<file path="src/ipacl_pkg.sv">
// Shared types and constants for the IPv4 filter table block.
// No dependencies.
package ipacl_pkg;

   localparam int MaxEntries    = 16;
   localparam int SlotWidth     = 4;
   localparam int CountWidth    = 5;
   localparam int DomainWidth   = 9;
   localparam int PrefixWidth   = 6;
   localparam int RangeWidth    = 16;
   localparam int AddrWidth     = 32;
   localparam int CsrIndexWidth = 2;
   localparam int CsrDataWidth  = 5;

   localparam logic [DomainWidth-1:0] AnyDomain  = 9'h1ff;
   localparam logic [PrefixWidth-1:0] FullPrefix = 6'd32;

   typedef enum logic {
      FUNC_WRITE  = 1'b0,
      FUNC_LOOKUP = 1'b1
   } func_type;

   typedef enum logic [CsrIndexWidth-1:0] {
      CSR_ENTRY_COUNT    = 2'd0,
      CSR_DEFAULT_ACCEPT = 2'd1
   } csr_index_type;

   // One item travelling down the cell chain, with the best match so far
   typedef struct packed {
      logic                   valid;
      func_type               func;
      logic [SlotWidth-1:0]   entry_index;
      logic [DomainWidth-1:0] entry_domain;
      logic [PrefixWidth-1:0] entry_prefix;
      logic                   entry_deny;
      logic [RangeWidth-1:0]  entry_range;
      logic [AddrWidth-1:0]   entry_address;
      logic [AddrWidth-1:0]   entry_netmask;
      logic [DomainWidth-1:0] query_domain;
      logic                   query_any_domain;
      logic [AddrWidth-1:0]   query_address;
      logic                   best_hit;
      logic [SlotWidth-1:0]   best_index;
      logic [PrefixWidth-1:0] best_prefix;
      logic                   best_deny;
   } item_type;

endpackage

</file>
<file path="src/ipacl_cell.sv">
// One table cell: holds a single filter entry and one chain stage.
// Depends on ipacl_pkg.
module ipacl_cell import ipacl_pkg::*; (
   input  logic                  clock,
   input  logic                  reset,
   input  logic                  advance,
   input  logic [SlotWidth-1:0]  cell_index,
   input  logic [CountWidth-1:0] entry_count,
   input  item_type              item_i,
   output item_type              item_o
);

   logic [AddrWidth-1:0]   addr_ff, addr_in;
   logic [AddrWidth-1:0]   mask_ff, mask_in;
   logic [DomainWidth-1:0] dom_ff, dom_in;
   logic [PrefixWidth-1:0] prefix_ff, prefix_in;
   logic                   deny_ff, deny_in;
   logic [RangeWidth-1:0]  range_ff, range_in;
   item_type               item_ff, item_in;

   logic                 is_lookup;
   logic                 in_use;
   logic                 dom_ok;
   logic                 addr_match;
   logic                 take;
   logic [AddrWidth:0]   upper_bound;

   assign is_lookup = (item_i.func == FUNC_LOOKUP);

   // entry write when a write transfer for this slot passes
   always_comb begin
      addr_in   = addr_ff;
      mask_in   = mask_ff;
      dom_in    = dom_ff;
      prefix_in = prefix_ff;
      deny_in   = deny_ff;
      range_in  = range_ff;
      if (advance && item_i.valid && !is_lookup && item_i.entry_index == cell_index) begin
         addr_in   = item_i.entry_address;
         mask_in   = item_i.entry_netmask;
         dom_in    = item_i.entry_domain;
         prefix_in = item_i.entry_prefix;
         deny_in   = item_i.entry_deny;
         range_in  = item_i.entry_range;
      end
   end

   // match test against the stored entry; bound in 33 bits, no wrap
   assign upper_bound = {1'b0, addr_ff} + {{(AddrWidth+1-RangeWidth){1'b0}}, range_ff};
   assign in_use      = entry_count > {{(CountWidth-SlotWidth){1'b0}}, cell_index};
   assign dom_ok      = item_i.query_any_domain || dom_ff == AnyDomain ||
                        dom_ff == item_i.query_domain;

   always_comb begin
      if (prefix_ff < FullPrefix) begin
         addr_match = (item_i.query_address & mask_ff) == addr_ff;
      end else if (range_ff == '0) begin
         addr_match = item_i.query_address == addr_ff;
      end else begin
         addr_match = item_i.query_address >= addr_ff &&
                      {1'b0, item_i.query_address} <= upper_bound;
      end
   end

   // longer prefix replaces; earlier slot keeps ties
   assign take = is_lookup && in_use && dom_ok && addr_match &&
                 (!item_i.best_hit || prefix_ff > item_i.best_prefix);

   always_comb begin
      item_in = item_ff;
      if (advance) begin
         item_in = item_i;
         if (take) begin
            item_in.best_hit    = 1'b1;
            item_in.best_index  = cell_index;
            item_in.best_prefix = prefix_ff;
            item_in.best_deny   = deny_ff;
         end
      end
   end

   always_ff @(posedge clock) begin
      addr_ff   <= addr_in;
      mask_ff   <= mask_in;
      dom_ff    <= dom_in;
      prefix_ff <= prefix_in;
      deny_ff   <= deny_in;
      range_ff  <= range_in;
   end

   always_ff @(posedge clock) begin
      if (reset) begin
         item_ff <= '0;
      end else begin
         item_ff <= item_in;
      end
   end

   assign item_o = item_ff;

endmodule

</file>
<file path="config.mk">
export PLATFORM = sky130hd
export DESIGN_NAME = ipacl_cell
export DESIGN_NICKNAME = d
export VERILOG_FILES = /design/src/ipacl_pkg.sv /design/src/ipacl_cell.sv
export SDC_FILE = /design/constraint.sdc
export NUM_CORES = 1
export LEC_CHECK = 0
export BUFFER_PORTS_ARGS = -buffer_cell sky130_fd_sc_hd__buf_2
export CAP_MARGIN = 15
export CORE_ASPECT_RATIO = 0.7
export CORE_MARGIN = 2
export CORE_UTILIZATION = 42
export DETAILED_ROUTE_END_ITERATION = 6
export PLACE_DENSITY = 0.66
export REMOVE_ABC_BUFFERS = 1
export SYNTH_ARGS = -nofsm -noshare
export SYNTH_HDL_FRONTEND = slang
export SYNTH_SLANG_ARGS = --single-unit
</file>
<file path="constraint.sdc">
create_clock -name clock -period 29.9 [get_ports clock]
set_clock_uncertainty 0.1 [all_clocks]
set_input_delay 7.475 -clock clock [delete_from_list [all_inputs] [get_ports clock]]
set_output_delay 7.475 -clock clock [all_outputs]
set_load 0.005 [all_outputs]
</file>
==> flow_summary.toml, run 1 <==
[synthesis]
post_synth.cell_area_avg_um2 = 10.8
postSynthRegisterBits = 252
synthesis.area_um2 = 12000
postSynthCellCount = 1120
ys_dominant_reg_cell = "sky130_fd_sc_hd__dfxtp_1"
sequential_fraction_of_the_synthesis_area = 0.499
synth_enable_flop_cells = 96
yosys_warnings = 0
ys_types = 58
postSynth.asyncResetShare = 0

[worst_setup_path]
path_max_fanout = 59
reg2regPathDepth = 20
critical_path.endpoint_type = "register"
crit_path_kind = "in -> reg"
crit_required_ns = 30.01
cp-start-kind = "input pin"
cp_data_arrival_time_ns = 9.72

[placement]
finalWeightedCongestion = 0.861
hpwl_um = 24800
io_buffer_count = 323

[sta]
tightest_slew_ns = 1.07
max_freq_mhz = 104
timing.setup.tns_ns = 0
rsz0062_at_grt = "false"
timing_hold_violations_final = 0
whs_ns = 0.369
number_of_setup_violations_in_the_final_report = 0
timing_max_transition_violations_final = 0
period_minus_slack_ns = 9.61
period_share = 0.322
relSlewSlack = 0.289

[hold_path]
hp-class = "reg -> reg"
whs_path_depth = 2

[global_routing]
grt_pass1_wl_um = 50300
antenna_found_initial = 0
groute.usage.overall = 0.213
pin_count_of_the_biggest_net_entering_global_routing = 93
first_global_vias = 9048
total_congestion_overflow = 0

[cells_and_area]
fin_nets = 1696
area.growth.synth_to_final_pct = 23.6
drive_gt1_frac = 0.268
number_of_antenna_repair_diodes = 0

[die]
initial_core_util = 0.430
core_area_um2 = 28000
rows = 51
num_io_pins = 324
chipHeight_um = 146
die_area_um2 = 30100
chipWidth_um = 206

[clock_network]
max-clock-path-buffers = 3
h-tree-depth = 1
cts_root_buf = "sky130_fd_sc_hd__clkbuf_16"
post_cts.repair.setup_buffers = 0
tritoncts_num_sinks = 252
post_cts.resized_instances = 0
tritoncts_clock_tree = "yes"
numCtsBuffers = 25
clk_pin_slew_ns = 0.06
post_cts_hold_buffer_count = 0
clock_latency_ns = 0.54

[routing]
route.final.wire_length_um = 32400
num_vias = 9279
antenna_violating_nets_post_route = 0
detailedRoute.firstIterationViolations = 520
vias_per_cell = 5.08
pre_antenna_drt_iters = 5
avgRoutedWirePerCell_um = 17.7
post-route-drc-count = 0

[pwr]
leak_nw = 6.91
worst_ir_drop_vdd_mv = 0.0359
ratio_of_total_power_to_cell_area_nw_per_um2 = 52.4

[flow_run]
maxCapViolations = 0

[outcome]
status = "finished, final reports clean"
## layer usage
metal  vias up  track usage  wire length (um)
met5         -            0                 0
met4         0       0.0536               741
li1       4615            -                 -
met1      4341        0.319             16300
met3        46       0.0437              1910
met2       277        0.312             13500
## stage by stage
| step | area (um2) | utilization | cells | total power, W | setup slack (ns) |
|---|---|---|---|---|---|
| finish | 14900 | 0.531 | 1827 | 0.000779 | 20.29 |
| CTS | 14800 | 0.530 | 1825 | 0.000790 | 19.80 |
| detailed placement | 14000 | 0.500 | 1779 | 0.000473 | 19.22 |
| floorplan | 11900 | - | 1079 | 0.000423 | 12.18 |
| global placement | 14000 | 0.500 | 1779 | 0.000471 | 19.32 |
| global route | 14900 | 0.531 | 1827 | 0.000811 | 20.06 |
## cell usage after synthesis, drive strengths merged, types with 4 or more instances
master,n,area share
a211oi,15,0.012
a21o,9,0.0057
a21oi,42,0.017
a311oi,4,0.0039
a31o,10,0.0073
a41oi,6,0.0044
and3,4,0.0021
and4,6,0.0044
buf,19,0.0073
clkbuf,22,0.0069
dfxtp,156,0.26
edfxtp,96,0.24
ha,90,0.094
inv,58,0.018
mux2i,143,0.12
nand2,58,0.018
nand3,18,0.0075
nand4,25,0.013
nor2,176,0.055
nor2b,8,0.0048
nor3,11,0.0046
nor4,13,0.0068
o21ai,24,0.010
o21bai,4,0.0025
xnor2,60,0.044
xor2,13,0.0095
## logic make-up (layout without fill, tap and decap cells)
logic type / after synthesis / count (layout) / synth area share
simple gates: 326 / 326 / 0.120
flops: 252 / 252 / 0.499
mux: 143 / 143 / 0.119
compound gates: 135 / 135 / 0.0818
buf+inv: 100 / 436 / 0.0325
fa+ha+maj: 91 / 91 / 0.0952
xor+xnor: 73 / 73 / 0.0531
## sequential cells by signal (all words and copies together) (netlist names)
register,count
item_o,156
addr_ff,32
mask_ff,32
range_ff,16
dom_ff,9
prefix_ff,6
deny_ff,1
## path summary, 6_finish.rpt
| path | start | to | slack [ns] |
|---|---|---|---|
| hold / removal | item_o[155] | item_o[155] | 0.37 |
| setup reg to reg | addr_ff[0] | item_o[0] | 24.63 |
| hold reg to reg | item_o[155] | item_o[155] | 0.37 |
| setup / recovery | advance | addr_ff[2] | 20.29 |
## placed cells by master (no fill, tap or decap), drive strengths merged, types with 10 or more instances in the layout
cell type	synthesis	routed
nor4	13	13
xor2	13	13
clkbuf	22	37
nor3	11	11
a31o	10	10
buf	19	330
a211oi	15	15
edfxtp	96	96
xnor2	60	60
o21ai	24	24
a21oi	42	42
nand3	18	18
nand2	58	58
clkinv	1	10
nor2	176	176
dfxtp	156	156
ha	90	90
inv	58	59
mux2i	143	143
nand4	25	25
## worst max-delay path, cell delays in order
cell and delay, ns:
sky130_fd_sc_hd__buf_8 0.39, sky130_fd_sc_hd__nand2_1 0.19, sky130_fd_sc_hd__nor4_2 0.47, sky130_fd_sc_hd__clkbuf_4 0.33, sky130_fd_sc_hd__buf_4 0.46, sky130_fd_sc_hd__buf_16 0.31
## report_power, final
group          leakage [nW]   total, W  switching (W)  internal, W
clock network         0.410   0.000314       0.000133     0.000181
registers              2.15   0.000377     0.00000664     0.000370
logic                  4.35  0.0000883      0.0000481    0.0000402
total                  6.91   0.000779       0.000188     0.000591
## final cells by class
cell class | instances | area, um2
clock buffer | 36 | 781
timing repair buffer | 331 | 1710
clock inverter | 10 | 46.3
sequential | 252 | 6010
fill | 2526 | 13100
inverter | 59 | 221
tap | 371 | 464
multi-input combinational | 768 | 5650
No activity file was read; power rests on OpenSTA's default activity.
==> run 2: changes to the inputs <==
==> constraint.sdc (replaced) <==
create_clock -name clock -period 9.45 [get_ports clock]
set_clock_uncertainty 0.1 [all_clocks]
set_input_delay 2.3625 -clock clock [delete_from_list [all_inputs] [get_ports clock]]
set_output_delay 2.3625 -clock clock [all_outputs]
set_load 0.005 [all_outputs]
==> run 2 against run 1 <==
Compared with the run above: power rose to 3.2 times the previous value; wire length decreased by 0.69%; largest cell class unchanged; critical endpoint is now item_o[10]; final cell count hardly changed; combinational power increased to 3.2 times the previous value; count of clock-buffer cells in the layout is 1 lower; setup slack worse by 16 ns; first-iteration DRC count increased by 14%; final area increased by 0.34%; via count shrank 1.6%.
==> flow_summary.toml, run 2 (synthesis results as in run 1) <==
[clock_network]
post_cts.repair.setup_buffers = 0
post_cts.resized_instances = 0
clock_latency_ns = 0.54
tritoncts_num_sinks = 252
h-tree-depth = 1
tritoncts_clock_tree = "yes"
numCtsBuffers = 25
cts_root_buf = "sky130_fd_sc_hd__clkbuf_16"
post_cts_hold_buffer_count = 0
max-clock-path-buffers = 3
clk_pin_slew_ns = 0.07

[worst_setup_path]
critical-path-slowest-cell = "sky130_fd_sc_hd__a31oi_1"
critical_path.endpoint_type = "register"
timing.rr.start = "range_ff[1]"
path_max_fanout = 22
cp_data_arrival_time_ns = 5.51
crit_path_kind = "reg -> reg"
reg2reg_slack_ns = 4.28
crit-reg2reg-capture = "item_o[10]"
reg2regPathDepth = 17
cp-start-kind = "register"
critical_path.startpoint = "range_ff[1]"
crit_required_ns = 9.79
list_of_cells_traversed_by_the_critical_path = "ha_1, a21o_1, a21oi_1, o21ai_0, a21oi_1, o311ai_1, a31oi_1, nor2b_1, xnor2_1, ha_1, and4_1, a221oi_1, nor2_1, a211o_1, o2111ai_4, nand4_1, a311oi_1"
cpPeakStageDelay_ns = 0.74

[pwr]
netSwitchingPower_w = 0.000602
sequentialPowerShare = 0.473
design_power_total_w = 0.00252
share_clk_of_total_power = 0.416
ratio_of_total_power_to_cell_area_nw_per_um2 = 169
leak_nw = 6.94
cell_internal_pwr_w = 0.00192
p_comb_frac = 0.111
fraction_of_power_spent_switching_nets = 0.239
worst_ir_drop_vdd_mv = 0.142

[placement]
finalWeightedCongestion = 0.870
hpwl_um = 24300
dpl-instance-area_um2 = 14000
io_buffer_count = 323

[routing]
route.final.wire_length_um = 32200
avgRoutedWirePerCell_um = 17.6
pre_antenna_drt_iters = 5
detailedRoute.firstIterationViolations = 592
vias_per_cell = 5.00
num_vias = 9134
post-route-drc-count = 0
antenna_violating_nets_post_route = 0

[sta]
number_of_setup_violations_in_the_final_report = 0
rsz0062_at_grt = "false"
relSlewSlack = 0.302
period_minus_slack_ns = 5.17
max_freq_mhz = 193
tightest_slew_ns = 1.05
timing_max_transition_violations_final = 0
timing_hold_violations_final = 0
period_share = 0.547
whs_ns = 0.385

[global_routing]
groute.usage.overall = 0.212
total_congestion_overflow = 0
antenna_found_initial = 1
first_global_vias = 8857
grt_pass1_wl_um = 49900
pin_count_of_the_biggest_net_entering_global_routing = 88

[cells_and_area]
post-route-util = 0.533
layout_common_cells = "sky130_fd_sc_hd__buf_2 (321), sky130_fd_sc_hd__nor2_1 (176), sky130_fd_sc_hd__dfxtp_1 (156)"
drive_gt1_frac = 0.271
fill_cells = 2534
layout_commonest_cell = "sky130_fd_sc_hd__buf_2"
area.growth.synth_to_final_pct = 24.0
layout.cell_area.non_filler_um2 = 14900
largest_register_ff_count = 156
fin_nets = 1696

[die]
core_area_um2 = 28000
chipWidth_um = 206
rows = 51
initial_core_util = 0.430
num_io_pins = 324
chipHeight_um = 146
die_area_um2 = 30100

[hold_path]
hp-start = "item_o[127]"
whs_path_depth = 2
hold_path_end = "item_o[127]"
hp-class = "reg -> reg"

[flow_run]
maxCapViolations = 0

[outcome]
status = "finished, final reports clean"
run 2: changes by cell type in the layout (fill, tap and decap cells not counted), sizes merged:
cell / change
buf: +1
bufinv: +2
clkbuf: -2
clkinv: -3
clkinvlp: +1
diode: +1
inv: +1
run 2: power groups by stage:
stage	logic (W)	registers (W)	clock network, W
6_report	0.000280	0.00119	0.00105
5_1_grt	0.000313	0.00120	0.00112
4_1_cts	0.000282	0.00119	0.00108
3_5_place_dp	0.000280	0.00121	0
3_3_place_gp	0.000276	0.00121	0
2_1_floorplan	0.000120	0.00122	0
run 2: layer usage:
metal  vias up  wire (um)  global-route usage
met4         0        617              0.0464
met3        36       1790              0.0405
met1      4228      16500               0.326
met5         -          0                   0
li1       4614          -                   -
met2       256      13300               0.305
run 2: cell type report:
| type | instances | area, um2 | share of cell area |
|---|---|---|---|
| flip-flops and latches | 252 | 6010 | 0.402 |
| multi-input cells | 768 | 5650 | 0.378 |
| repair buffers | 331 | 1710 | 0.115 |
| clock buffers | 35 | 766 | 0.0513 |
| well taps | 371 | 464 | 0.0311 |
| inverters | 59 | 221 | 0.0148 |
| clock inverters | 11 | 110 | 0.00737 |
| diodes | 1 | 2.50 | 0.000168 |
run 2: stage by stage:
stage                     setup TNS [ns]  instances  setup WS [ns]
after floorplan                  -302.73       1079          -3.15
after global placement                 0       1779           4.11
after detailed placement               0       1779           3.87
after CTS                              0       1825           4.38
after global routing                   0       1828           3.87
final                                  0       1828           4.28
run 2: how the worst max path moves through the flow:
stage / depth (start not counted) / slack [ns] / to
after global placement: 4 / 4.11 / addr_ff[2]
after global routing: 18 / 3.87 / item_o[2]
after detailed placement: 4 / 3.87 / range_ff[2]
after floorplan: 3 / -3.15 / addr_ff[0]
final: 17 / 4.28 / item_o[10]
after CTS: 20 / 4.38 / item_o[6]
run 2: worst max-delay path, delay by kind of cell, from the launching register on:
| kind | cells | cell delay [ns] |
|---|---|---|
| DFF | 1 | 0.44 |
| adders and majority gates | 2 | 0.59 |
| xor gates and xnor gates | 1 | 0.17 |
| AOI/OAI and AO/OA | 10 | 3.16 |
| and+or+nand+nor | 4 | 0.62 |
